### src/hdl/pcd_pkg.sv
`timescale 1ns / 1ps
// pcd_pkg: widths, register indexes, reset values, the token that moves
// along the cell chains, and the small helper functions of the decimator

package pcd_pkg;

  localparam int WORD_W        = 32;
  localparam int MAX_ORDER     = 8;
  localparam int MAX_RATIO     = 1024;
  localparam int ORDER_W       = 4;
  localparam int RATIO_W       = 11;
  localparam int GAIN_W        = 5;
  localparam int PHASE_W       = 10;
  localparam int BYTE_W        = 8;
  localparam int CNT_W         = 3;
  localparam int SHIFT_W       = 5;
  localparam int GROWTH_W      = 7;
  localparam int PCM_W         = 16;
  localparam int CFG_IDX_W     = 2;
  localparam int CFG_DATA_W    = 11;
  localparam int DC_FRAC       = 8;
  localparam int BASE_SHIFT    = 15;

  localparam logic [CFG_IDX_W-1:0] REG_FILTER_ORDER    = 2'd0;
  localparam logic [CFG_IDX_W-1:0] REG_DECIMATION      = 2'd1;
  localparam logic [CFG_IDX_W-1:0] REG_EXTRA_GAIN      = 2'd2;
  localparam logic [CFG_IDX_W-1:0] REG_BIT_ORDER       = 2'd3;

  localparam logic [ORDER_W-1:0] RST_ORDER = 4'd4;
  localparam logic [RATIO_W-1:0] RST_RATIO = 11'd64;

  localparam logic signed [WORD_W-1:0] PCM_MAX = 32'sd32767;
  localparam logic signed [WORD_W-1:0] PCM_MIN = -32'sd32768;

  typedef struct packed {
    logic              vld;
    logic              fire;
    logic              last;
    logic [WORD_W-1:0] data;
  } pcd_tok_t;

  function automatic logic [ORDER_W-1:0] order_eff(input logic [ORDER_W-1:0] o);
    logic [ORDER_W-1:0] r;
    r = o;
    if (o == '0) r = ORDER_W'(1);
    else if (o > ORDER_W'(MAX_ORDER)) r = ORDER_W'(MAX_ORDER);
    return r;
  endfunction

  function automatic logic [RATIO_W-1:0] ratio_eff(input logic [RATIO_W-1:0] d);
    logic [RATIO_W-1:0] r;
    r = d;
    if (d == '0) r = RATIO_W'(1);
    else if (d > RATIO_W'(MAX_RATIO)) r = RATIO_W'(MAX_RATIO);
    return r;
  endfunction

  // ceil(log2(r)), r in 1..1024
  function automatic logic [3:0] clog2_ratio(input logic [RATIO_W-1:0] r);
    logic [RATIO_W-1:0] v;
    logic [3:0]         n;
    v = r - RATIO_W'(1);
    n = '0;
    for (int i = 0; i < RATIO_W; i++) begin
      if (v[i]) n = 4'(i + 1);
    end
    return n;
  endfunction

  // min(31, max(0, order * clog2(ratio) - 15 - gain))
  function automatic logic [SHIFT_W-1:0] scale_shift(input logic [ORDER_W-1:0] o,
                                                     input logic [RATIO_W-1:0] d,
                                                     input logic [GAIN_W-1:0]  g);
    logic [GROWTH_W-1:0] growth;
    logic [GROWTH_W-1:0] lim;
    logic [GROWTH_W-1:0] diff;
    logic [SHIFT_W-1:0]  s;
    growth = GROWTH_W'(o) * GROWTH_W'(clog2_ratio(d));
    lim    = GROWTH_W'(BASE_SHIFT) + GROWTH_W'(g);
    diff   = growth - lim;
    if (growth <= lim) s = '0;
    else if (diff > GROWTH_W'(31)) s = SHIFT_W'(31);
    else s = diff[SHIFT_W-1:0];
    return s;
  endfunction

endpackage

### src/hdl/pcd_if.sv
`timescale 1ns / 1ps
// pcd_byte_if and pcd_pcm_if: valid/ready channels of the decimator
// depends on pcd_pkg for field widths

interface pcd_byte_if import pcd_pkg::*; ();
  logic              valid;
  logic              ready;
  logic [BYTE_W-1:0] pdm_byte;
  modport source (output valid, output pdm_byte, input ready);
  modport sink   (input valid, input pdm_byte, output ready);
endinterface

interface pcd_pcm_if import pcd_pkg::*; ();
  logic                    valid;
  logic                    ready;
  logic signed [PCM_W-1:0] pcm_sample;
  logic                    last_of_byte;
  modport source (output valid, output pcm_sample, output last_of_byte, input ready);
  modport sink   (input valid, input pcm_sample, input last_of_byte, output ready);
endinterface

### src/hdl/pdm_cic_decimator_dc_block.sv
`timescale 1ns / 1ps
// pdm_cic_decimator_dc_block: pdm byte in, dc-blocked pcm samples out
// depends on pcd_pkg, pcd_if, pcd_integ_cell, pcd_comb_cell, pcd_dc_block
//
// byte_in carries one word of eight pdm bits; pcm_out carries one pcm sample
// per decimation period with last_of_byte marking the final sample that a
// byte produced. a byte yields zero to eight samples.
// the bit sequencer shifts one bit per cycle, unless the sink stalls, into a row
// of eight integrator cells, then a row of eight comb cells, then the scaling
// and dc stages; a new byte is taken at the edge that sends its predecessor's
// last bit, so back-to-back bytes follow with no idle bit between them.
// a sample's bit passes the bit register, the eight integrator cells, the
// eight comb cells, the scaling register and the output register to pcm_out.
// cfg_we/cfg_index/cfg_data write the four registers; write them only while
// no byte is in flight.
// reset clears all integrator, comb and dc state, the phase count, and puts
// the registers back to order 4, ratio 64, gain 0, msb first.
// when the sink stalls, the whole cell row holds in place; the sequencer
// may still take a byte while a finished sample waits.

module pdm_cic_decimator_dc_block import pcd_pkg::*; (
  input  logic                  clk,
  input  logic                  rst,
  pcd_byte_if.sink              byte_in,
  pcd_pcm_if.source             pcm_out,
  input  logic                  cfg_we,
  input  logic [CFG_IDX_W-1:0]  cfg_index,
  input  logic [CFG_DATA_W-1:0] cfg_data
);

  logic [ORDER_W-1:0] filter_order;
  logic [RATIO_W-1:0] decimation_ratio;
  logic [GAIN_W-1:0]  extra_gain_shift;
  logic               bit_order_lsb_first;

  logic [ORDER_W-1:0] order_e;
  logic [RATIO_W-1:0] ratio_e;
  logic [SHIFT_W-1:0] shift;

  logic               adv;
  logic               accept;
  logic               busy;
  logic [CNT_W-1:0]   cnt;
  logic [BYTE_W-1:0]  sreg;
  logic [PHASE_W-1:0] phase;
  logic [RATIO_W-1:0] phase_inc;
  logic               cur_bit;
  logic               fire;
  logic               last;
  pcd_tok_t           bit_tok;

  pcd_tok_t integ_tok [MAX_ORDER+1];
  pcd_tok_t comb_tok  [MAX_ORDER+1];

  always_ff @(posedge clk) begin
    if (rst) begin
      filter_order        <= RST_ORDER;
      decimation_ratio    <= RST_RATIO;
      extra_gain_shift    <= '0;
      bit_order_lsb_first <= 1'b0;
    end else if (cfg_we) begin
      unique case (cfg_index)
        REG_FILTER_ORDER: filter_order        <= cfg_data[ORDER_W-1:0];
        REG_DECIMATION:   decimation_ratio    <= cfg_data[RATIO_W-1:0];
        REG_EXTRA_GAIN:   extra_gain_shift    <= cfg_data[GAIN_W-1:0];
        REG_BIT_ORDER:    bit_order_lsb_first <= cfg_data[0];
        default: ;
      endcase
    end
  end

  assign order_e = order_eff(filter_order);
  assign ratio_e = ratio_eff(decimation_ratio);
  assign shift   = scale_shift(order_e, ratio_e, extra_gain_shift);

  assign adv           = !pcm_out.valid || pcm_out.ready;
  assign byte_in.ready = !busy || (cnt == CNT_W'(BYTE_W - 1) && adv);
  assign accept        = byte_in.valid && byte_in.ready;

  // bit sequencer and decimation phase
  always_comb begin
    cur_bit   = bit_order_lsb_first ? sreg[cnt] : sreg[CNT_W'(BYTE_W - 1) - cnt];
    phase_inc = RATIO_W'(phase) + RATIO_W'(1);
    fire      = phase_inc >= ratio_e;
    // after a fire the next one is ratio bits away
    last      = fire && (cnt == CNT_W'(BYTE_W - 1) ||
                         ratio_e > RATIO_W'(CNT_W'(BYTE_W - 1) - cnt));
  end

  always_ff @(posedge clk) begin
    if (rst) begin
      busy        <= 1'b0;
      cnt         <= '0;
      phase       <= '0;
      bit_tok.vld <= 1'b0;
    end else begin
      if (adv) begin
        bit_tok.vld  <= busy;
        bit_tok.fire <= fire;
        bit_tok.last <= last;
        bit_tok.data <= cur_bit ? WORD_W'(1) : {WORD_W{1'b1}};
        if (busy) phase <= fire ? '0 : phase_inc[PHASE_W-1:0];
      end
      // a byte taken with its predecessor's last bit starts at bit zero
      if (accept) begin
        busy <= 1'b1;
        cnt  <= '0;
        sreg <= byte_in.pdm_byte;
      end else if (adv && busy) begin
        cnt <= cnt + CNT_W'(1);
        if (cnt == CNT_W'(BYTE_W - 1)) busy <= 1'b0;
      end
    end
  end

  assign integ_tok[0] = bit_tok;

  for (genvar i = 0; i < MAX_ORDER; i++) begin : g_integ
    pcd_integ_cell u_cell (
      .clk     (clk),
      .rst     (rst),
      .adv     (adv),
      .active  (ORDER_W'(i) < order_e),
      .tok_in  (integ_tok[i]),
      .tok_out (integ_tok[i+1])
    );
  end

  // only decimated words enter the comb row
  always_comb begin
    comb_tok[0]     = integ_tok[MAX_ORDER];
    comb_tok[0].vld = integ_tok[MAX_ORDER].vld && integ_tok[MAX_ORDER].fire;
  end

  for (genvar i = 0; i < MAX_ORDER; i++) begin : g_comb
    pcd_comb_cell u_cell (
      .clk     (clk),
      .rst     (rst),
      .adv     (adv),
      .active  (ORDER_W'(i) < order_e),
      .tok_in  (comb_tok[i]),
      .tok_out (comb_tok[i+1])
    );
  end

  pcd_dc_block u_dc (
    .clk      (clk),
    .rst      (rst),
    .adv      (adv),
    .shift    (shift),
    .tok_in   (comb_tok[MAX_ORDER]),
    .out_vld  (pcm_out.valid),
    .out_pcm  (pcm_out.pcm_sample),
    .out_last (pcm_out.last_of_byte)
  );

  a_accept_starts: assert property (@(posedge clk) disable iff (rst)
    accept |=> busy && cnt == '0)
    else $error("accepted byte did not start the sequencer");

  a_busy_ends: assert property (@(posedge clk) disable iff (rst)
    busy && cnt == CNT_W'(BYTE_W - 1) && adv && !accept |=> !busy)
    else $error("sequencer did not stop after the eighth bit");

  a_last_needs_fire: assert property (@(posedge clk) disable iff (rst)
    bit_tok.vld && !bit_tok.fire |-> !bit_tok.last)
    else $error("last flag on a bit that made no sample");

  a_stall_freezes: assert property (@(posedge clk) disable iff (rst)
    !adv && busy && !accept |=> $stable(cnt) && $stable(phase))
    else $error("sequencer moved while the pipeline was stalled");

endmodule

### src/hdl/pcd_integ_cell.sv
`timescale 1ns / 1ps
// pcd_integ_cell: one wrapping integrator of the chain, passes its sum on
// depends on pcd_pkg for the token type

module pcd_integ_cell import pcd_pkg::*; (
  input  logic     clk,
  input  logic     rst,
  input  logic     adv,
  input  logic     active,
  input  pcd_tok_t tok_in,
  output pcd_tok_t tok_out
);

  logic [WORD_W-1:0] acc;
  logic [WORD_W-1:0] acc_next;
  pcd_tok_t          tok_out_next;

  assign acc_next = acc + tok_in.data;

  // stages beyond the order pass the word untouched and keep their sum
  always_comb begin
    tok_out_next = tok_in;
    if (tok_in.vld && active) tok_out_next.data = acc_next;
  end

  always_ff @(posedge clk) begin
    if (rst) begin
      acc         <= '0;
      tok_out.vld <= 1'b0;
    end else if (adv) begin
      tok_out <= tok_out_next;
      if (tok_in.vld && active) acc <= acc_next;
    end
  end

endmodule

### src/hdl/pcd_comb_cell.sv
`timescale 1ns / 1ps
// pcd_comb_cell: one wrapping comb stage, differentiates at the decimated rate
// depends on pcd_pkg for the token type

module pcd_comb_cell import pcd_pkg::*; (
  input  logic     clk,
  input  logic     rst,
  input  logic     adv,
  input  logic     active,
  input  pcd_tok_t tok_in,
  output pcd_tok_t tok_out
);

  logic [WORD_W-1:0] dly;
  pcd_tok_t          tok_out_next;

  always_comb begin
    tok_out_next = tok_in;
    if (tok_in.vld && active) tok_out_next.data = tok_in.data - dly;
  end

  always_ff @(posedge clk) begin
    if (rst) begin
      dly         <= '0;
      tok_out.vld <= 1'b0;
    end else if (adv) begin
      tok_out <= tok_out_next;
      if (tok_in.vld && active) dly <= tok_in.data;
    end
  end

endmodule

### src/hdl/pcd_dc_block.sv
`timescale 1ns / 1ps
// pcd_dc_block: output scaling shift, q8 one-pole dc blocker, int16 clamp
// and the output register; depends on pcd_pkg

module pcd_dc_block import pcd_pkg::*; (
  input  logic                    clk,
  input  logic                    rst,
  input  logic                    adv,
  input  logic [SHIFT_W-1:0]      shift,
  input  pcd_tok_t                tok_in,
  output logic                    out_vld,
  output logic signed [PCM_W-1:0] out_pcm,
  output logic                    out_last
);

  logic                     a_vld;
  logic                     a_last;
  logic signed [WORD_W-1:0] a_s;
  logic signed [WORD_W-1:0] y;
  logic signed [WORD_W-1:0] x1;
  logic signed [WORD_W-1:0] y_next;
  logic signed [WORD_W-1:0] y_int;
  logic signed [PCM_W-1:0]  pcm_next;

  always_comb begin
    y_next = ((a_s - x1) <<< DC_FRAC) + y - (y >>> DC_FRAC);
    y_int  = y_next >>> DC_FRAC;
    if (y_int > PCM_MAX) pcm_next = PCM_MAX[PCM_W-1:0];
    else if (y_int < PCM_MIN) pcm_next = PCM_MIN[PCM_W-1:0];
    else pcm_next = y_int[PCM_W-1:0];
  end

  always_ff @(posedge clk) begin
    if (rst) begin
      a_vld   <= 1'b0;
      out_vld <= 1'b0;
      y       <= '0;
      x1      <= '0;
    end else if (adv) begin
      a_vld   <= tok_in.vld;
      a_last  <= tok_in.last;
      a_s     <= $signed(tok_in.data) >>> shift;
      out_vld <= a_vld;
      if (a_vld) begin
        y        <= y_next;
        x1       <= a_s;
        out_pcm  <= pcm_next;
        out_last <= a_last;
      end
    end
  end

endmodule
### src/flat_wrapper.sv
// flat-port wrapper written by rule: the top's interface ports become plain ports
module pdm_cic_decimator_dc_block_flat import pcd_pkg::*;
  (clk, rst, cfg_we, cfg_index, cfg_data, byte_in_valid, byte_in_pdm_byte, byte_in_ready, pcm_out_valid, pcm_out_pcm_sample, pcm_out_last_of_byte, pcm_out_ready);
  pcd_byte_if byte_in_i ();
  pcd_pcm_if pcm_out_i ();
  input  logic clk;
  input  logic rst;
  input  logic cfg_we;
  input  logic [CFG_IDX_W-1:0] cfg_index;
  input  logic [CFG_DATA_W-1:0] cfg_data;
  input wire logic [$bits(byte_in_i.valid)-1:0] byte_in_valid;
  input wire logic [$bits(byte_in_i.pdm_byte)-1:0] byte_in_pdm_byte;
  output wire logic [$bits(byte_in_i.ready)-1:0] byte_in_ready;
  output wire logic [$bits(pcm_out_i.valid)-1:0] pcm_out_valid;
  output wire logic [$bits(pcm_out_i.pcm_sample)-1:0] pcm_out_pcm_sample;
  output wire logic [$bits(pcm_out_i.last_of_byte)-1:0] pcm_out_last_of_byte;
  input wire logic [$bits(pcm_out_i.ready)-1:0] pcm_out_ready;
  assign byte_in_i.valid = byte_in_valid;
  assign byte_in_i.pdm_byte = byte_in_pdm_byte;
  assign byte_in_ready = byte_in_i.ready;
  assign pcm_out_valid = pcm_out_i.valid;
  assign pcm_out_pcm_sample = pcm_out_i.pcm_sample;
  assign pcm_out_last_of_byte = pcm_out_i.last_of_byte;
  assign pcm_out_i.ready = pcm_out_ready;
  pdm_cic_decimator_dc_block u_core (.clk(clk), .rst(rst), .byte_in(byte_in_i), .pcm_out(pcm_out_i), .cfg_we(cfg_we), .cfg_index(cfg_index), .cfg_data(cfg_data));
endmodule
### config.mk
export PLATFORM = sky130hd
export DESIGN_NAME = pdm_cic_decimator_dc_block_flat
export DESIGN_NICKNAME = d
export VERILOG_FILES = /design/src/hdl/pcd_pkg.sv /design/src/hdl/pcd_if.sv /design/src/hdl/pdm_cic_decimator_dc_block.sv /design/src/hdl/pcd_integ_cell.sv /design/src/hdl/pcd_comb_cell.sv /design/src/hdl/pcd_dc_block.sv /design/src/flat_wrapper.sv
export SDC_FILE = /design/constraint.sdc
export NUM_CORES = 2
export LEC_CHECK = 0
export BUFFER_PORTS_ARGS = -buffer_cell sky130_fd_sc_hd__buf_2
export CAP_MARGIN = 5
export CORE_MARGIN = 5
export CORE_UTILIZATION = 65
export CTS_CLUSTER_SIZE = 8
export DETAILED_ROUTE_END_ITERATION = 8
export GPL_TIMING_DRIVEN = 0
export PLACE_DENSITY = 0.81
export SLEW_MARGIN = 0
export SYNTH_ARGS = -nofsm -noshare
export SYNTH_HDL_FRONTEND = slang
export SYNTH_SLANG_ARGS = --single-unit
### constraint.sdc
create_clock -name clk -period 33.4 [get_ports clk]
set_input_delay 5.01 -clock clk [delete_from_list [all_inputs] [get_ports clk]]
set_output_delay 5.01 -clock clk [all_outputs]
set_load 0.03 [all_outputs]
After elaboration in Yosys (flattened, before gate mapping)
Cells that the tools add are included.
Widths: inputs -> output; s select.
{ "totals": {"wordCells": 245, "regBits": 1242, "in_bits": 26, "out_inout_bits": 19} }
{ "op_classes": {"mul": 1, "order_cmp": 18, "n_shift": 1, "n_reduce_logical": 58, "n_bitwise": 1, "eq_ne": 4, "n_addsub": 26, "mux": 44} }
{ "op_table": {"columns": ["op", "count"], "rows": [
  ["$mux 32", 17],
  ["$add 32x32->32", 9],
  ["$sub 32x32->32", 8],
  ["$reduce_and 2->1", 25],
  ["$sshr 32x5->24", 1],
  ["$sub 32x24->32", 1],
  ["$gt 24x16->1 const B", 1],
  ["$lt 24x16->1 const B", 1],
  ["$mux 4", 6],
  ["$sub 24x24->24", 1],
  ["$mux 11", 2],
  ["$logic_and 1x1->1", 21],
  ["$lt 3x4->1 const A", 4],
  ["$mux 16", 1],
  ["$mux 3", 4],
  ["$add 10x1->11 const B", 1],
  ["$ge 11x11->1", 1],
  ["$gt 11x11->1", 1],
  ["$gt 11x11->1 const B", 1],
  ["$logic_not 11->1", 1],
  ["$sub 11x1->11 const B", 1],
  ["$mux 10", 1],
  ["$mux 5", 2],
  ["$lt 1x4->1 const A", 2],
  ["25 further kinds", 40]
]} }

Longest topological paths before layout
{ "depth": {"word_depth": 21, "ltp_mapped": 35, "mapped_depth_nobuf": 31} }

Modules after synthesis
Synthesis repeated with hierarchy kept, for this count alone.
{ "unflattened": {"hier_cells": 9926, "area_unflattened_um2": 83855.4} }
{ "modules_own_cells": {"columns": ["module", "n_inst", "seq_area_each_um2", "area_each_um2", "cells_per_inst"], "rows": [
  ["pcd_comb_cell (u_core.g_comb[0].u_cell ...)", 7, 1681.6, 4319.1, 515],
  ["pcd_integ_cell (u_core.g_integ[0].u_cell ...)", 5, 1681.6, 4581.9, 542],
  ["pcd_integ_cell (u_core.g_integ[3].u_cell ...)", 2, 1681.6, 4606.9, 554],
  ["pcd_dc_block", 1, 2422.3, 8773.4, 1052],
  ["pcd_integ_cell (u_core.g_integ[7].u_cell)", 1, 1681.6, 4405.5, 482],
  ["pcd_comb_cell (u_core.g_comb[1].u_cell)", 1, 1681.6, 4312.9, 505],
  ["pdm_cic_decimator_dc_block", 1, 1051.0, 4006.3, 464]
]} }

Worst setup path before layout
No wires, ideal clock.
{ "synth_timing": {"kind": "input to register", "from": "in rst", "to": "reg u_core.bit_tok[30] (netlist bit) (enable)", "t_required_ps": 31892, "setup_slack_ps": 2946, "path_stages": 4, "arrival_time_ps": 28946, "path_buffers": 3, "cell_sequence": "clkbuf_1 > clkbuf_1 > clkbuf_1 > nor2_1"} }
{ "synth_between": {"elab_chain_len": 2} }
{ "synth_lines": {"columns": ["item", "line", "text"], "rows": [
  ["start: declaration", "flat_wrapper.sv:7", "input logic rst;"],
  ["$not 1->1 (no line)", null, null],
  ["$reduce_and 2->1 (no line)", null, null],
  ["end: declaration", "pdm_cic_decimator_dc_block.sv:50", "pcd_tok_t bit_tok;"]
]} }
Every way passes these cells.
A chain may end at the register's enable or synchronous reset.

Worst setup path after layout
{ "layout_timing": {"from": "in pcm_out_ready", "to": "out byte_in_ready"} }
{ "layout_between": {"elab_chain_len": 3} }
{ "layout_lines": {"columns": ["item", "line", "text"], "rows": [
  ["start: declaration", "flat_wrapper.sv:17", "input wire logic [$bits(pcm_out_i.ready)-1:0] pcm_out_ready;"],
  ["$logic_or 1x1->1", "pdm_cic_decimator_dc_block.sv:76", "assign adv = !pcm_out.valid || pcm_out.ready;"],
  ["$logic_and 1x1->1", "pdm_cic_decimator_dc_block.sv:77", "assign byte_in.ready = !busy || (cnt == CNT_W'(BYTE_W - 1) && adv);"],
  ["$logic_or 1x1->1", "pdm_cic_decimator_dc_block.sv:77", null],
  ["end: declaration", "flat_wrapper.sv:13", "output wire logic [$bits(byte_in_i.ready)-1:0] byte_in_ready;"]
]} }
Every way passes these cells.

==> qor.yml <==
status: "finished clean"
grt_antenna_before_repair: 4
die_area_um2: 121900
ys_top_cells_by_area: "edfxtp_1 24%, dfxtp_1 17%, ha_1 9.9%"
setup_viol: 0
rr_worst_depth: 31
via_per_inst: 6.072
critPathMaxFanout: 10
synth-edff-count: 589
fin_ws_ps: 20910
power_frac_seq_pct: 33.9
hold_path_class: "flip-flop to flip-flop"
cts_tree: "done"
crit_chain: "buf_2 -> nand2b_1 -> clkbuf_1 -> clkbuf_1 -> nand2_1 -> nand2_1 -> buf_2"
internal_power_mw: 3.303
synth_cell_types: 89
syn_to_final_growth_pct: 9.950
switchingPower_mw: 1.853
arrival_ps: 7480
firstDrtPassIters: 8
grt_pass1_vias: 61430
r2r_end: "u_core.u_dc.a_s[2]$_DFFE_PP_"
vias: 63910
grtUsageMet1_pct: 41.45
numCtsBuffers: 169
synth-adder-area-share_pct: 11.14
path_clk_slew_ps: 50
whs_ps: 415.9
h-tree-depth: 4
cts_buffer_depth: 3
core_um2: 114300
peakVddDrop_mv: 0.1072
placement.io_buffers: 43
cts_sinks: 1211
post_cts_buffers: 0
drt.antenna.violating_nets: 0
synth-compound-area-share_pct: 18.91
place_ws_ps: 20960
dp_hpwl_um: 146600
synth_fp_nets: 9300
drt_first_iter_violations: 5885
crit_path_end_kind: "primary output"
drc: 0
synth_mux_area_share_pct: 2.643
clk_latency_ps: 800
swShare_pct: 35.94
slew_viol_final: 0
die_h_um: 349.2
synth_top_area_share_pct: 23.65
use_met3_pct: 5.803
pin_count: 45
p_per_area_nw_per_um2: 62.71
fin_util_pct: 71.91
cts-root-buf: "clkbuf_16"
fmax_mhz: 80.04
start_kind: "input pin"
relSlewSlack_pct: 9.432
hold_viol_final: 0
routedWlPerCell_um: 18.61
finalPower_mw: 5.156
fin_skew_ps: 35.52
worstHoldPathCells: 0
dieWidth_um: 349.2
grt_util_met2_pct: 51.40
synthesis.area_um2: 74780
holdCritStartpoint: "u_core.g_integ[4].u_cell.tok_out[32]$_DFFE_PP_"
wl_um: 195900
period_minus_slack_ps: 12490
ctsResizeCount: 0
synth_top_family_by_area: "compound AO/OA/AOI/OAI gates"
grt_overflow: 0
worstSetupPathType: "input pin to primary output"
p_comb_share_pct: 34.7
reg2reg_from: "u_core.decimation_ratio[3]$_SDFFE_PP0P_"
power_leakage_nw: 32.15
nets: 9532
avgSynthCellArea_um2: 8.660
yosysSeqAreaShare_pct: 40.30
rsz0062_at_grt: "false"
gp_congestion: 0.9723
synth-xor-area-share_pct: 5.993
rows: 124
synthCells: 8636
slowest_delay_ps: 740
r2r_setup_slack_ps: 24180
synth_ff_type: "dfxtp_1"
finalCritPeriodShare_pct: 37.41
crit_path_top_delay_cell: "clkbuf_1"
grt_use_total_pct: 31.26
start_util_pct: 65.40
maxCapViolCount: 0
crit_required_ps: 28390
yosysTopAreaCell: "edfxtp_1"
yosys_warnings: 0
grt_first_pass_wirelength_um: 313000
hold_buffers: 0
busiest_layer: "met2"
synthArstFlopShare_pct: 0
yosys.area_share.simple_pct: 17.04
grt_max_degree: 39
p_clk_share_pct: 31.4
ys_ff_latch: 1211
layout-drive-gt1-share_pct: 4.960
tightest_slew_ps: 1344
hold_end: "u_core.g_integ[5].u_cell.tok_out[32]$_DFFE_PP_"
==> metal layers <==
| layer | wire length, um | share of wire, % | vias to the layer above |
|---|---|---|---|
| met2 | 90140 | 46 | 2387 |
| met3 | 16020 | 8.2 | 480 |
| met5 | 22 | 0.011 | - |
| li1 | - | - | 30960 |
| met4 | 7031 | 3.6 | 4 |
| met1 | 82700 | 42 | 30080 |
==> state kept, by name, summed over array words and instances (netlist names), 16 cells and up <==
register,cells
u_core.u_dc.a_s,24
u_core.g_comb.u_cell.dly,256
u_core.g_integ.u_cell.tok_out,280
u_core.g_integ.u_cell.acc,256
u_core.u_dc.x1,24
u_core.g_comb.u_cell.tok_out,272
u_core.u_dc.y,32
u_core.u_dc.out_pcm,16
==> layout make-up <==
type                       count  area, um^2
antenna                        2       5.005
sequential                  1211       30140
fill                        8724       32120
clock inverter                13       195.2
clock buffer                 302        4771
multi-input combinational   6644       41680
buffer                       330        1285
tap                         1512        1892
inverter                     451        1693
timing repair buffer          61       570.5
==> Yosys cell counts, drive strengths merged, types with 39 or more instances <==
library cell / number
a211oi: 97
a21o: 198
a21oi: 922
a31oi: 66
and2: 52
and3: 39
clkbuf: 303
dfxtp: 622
edfxtp: 589
fa: 46
ha: 592
inv: 450
mux2: 122
mux2i: 49
nand2: 1640
nand2b: 118
nand3: 111
nor2: 583
nor2b: 68
nor3: 130
o21a: 100
o21ai: 634
o31ai: 55
or3: 55
xnor2: 275
xor2: 234
==> logic make-up after synthesis <==
kind of cell               Yosys count
and+or+nand+nor                   2950
AOI/OAI and AO/OA                 2370
DFF                               1211
buffers and inverters              781
adders and majority gates          638
xor gates and xnor gates           510
muxes                              176
==> power groups by stage <==
| stage | Clock, mW | Combinational [mW] | Sequential [mW] |
|---|---|---|---|
| 3_3_place_gp | 0 | 1.69 | 1.81 |
| 6_report | 1.62 | 1.79 | 1.75 |
| 5_1_grt | 1.71 | 1.95 | 1.75 |
| 4_1_cts | 1.64 | 1.75 | 1.75 |
| 2_1_floorplan | 0 | 1.29 | 1.78 |
| 3_5_place_dp | 0 | 1.73 | 1.77 |
==> layout by cell type, fill, tap and decap left out, types with 22 or more instances in the layout <==
cell type,netlist,layout
nand3_1,111,111
xor2_1,234,234
o21bai_1,37,37
and3_1,39,39
clkbuf_1,303,434
nor2b_1,68,68
or2_2,26,26
clkbuf_16,0,171
o21ai_0,631,631
o2111ai_1,22,22
a31oi_1,66,66
mux2i_1,49,49
nand2b_1,118,118
edfxtp_1,589,589
mux2_2,122,122
a21oi_1,922,922
buf_2,7,50
dfxtp_1,622,622
a21o_1,198,198
inv_1,450,450
and2_1,52,52
fa_1,46,46
nor3_1,130,130
nand4_1,36,36
or3_1,55,55
ha_1,592,592
a211oi_1,96,96
xnor2_1,275,275
nor2_1,583,582
nand2_1,1639,1639
o211ai_1,29,29
o31ai_1,55,55
nor4_1,26,26
o21a_1,100,100
==> critical path, delay by kind of cell <==
family                 cells  cell delay [ps]
buffers and inverters      4             1910
AND/OR/NAND/NOR            3              540
==> stage by stage <==
| stage | instance area, um^2 | TNS [ps] | cells |
|---|---|---|---|
| after floorplan | 74780 | 0 | 8636 |
| after global placement | 76890 | -4045130 | 10190 |
| after detailed placement | 77250 | 0 | 10210 |
| after CTS | 82210 | 0 | 10520 |
| after global routing | 82220 | 0 | 10520 |
| final | 82230 | 0 | 10530 |
==> how the worst max path moves through the flow <==
stage             startpoint                                           end  slack [ps]
5_1_grt        pcm_out_ready                                 byte_in_ready       20830
3_3_place_gp             rst  u_core.g_comb[5].u_cell.tok_out[4]$_DFFE_PP_       -7230
6_report       pcm_out_ready                                 byte_in_ready       20910
3_5_place_dp   pcm_out_ready                                 byte_in_ready       20960
2_1_floorplan            rst                  u_core.bit_tok[30]$_DFFE_PP_        2950
4_1_cts        pcm_out_ready                                 byte_in_ready       20960
Power figures use the tool's default switching activity.
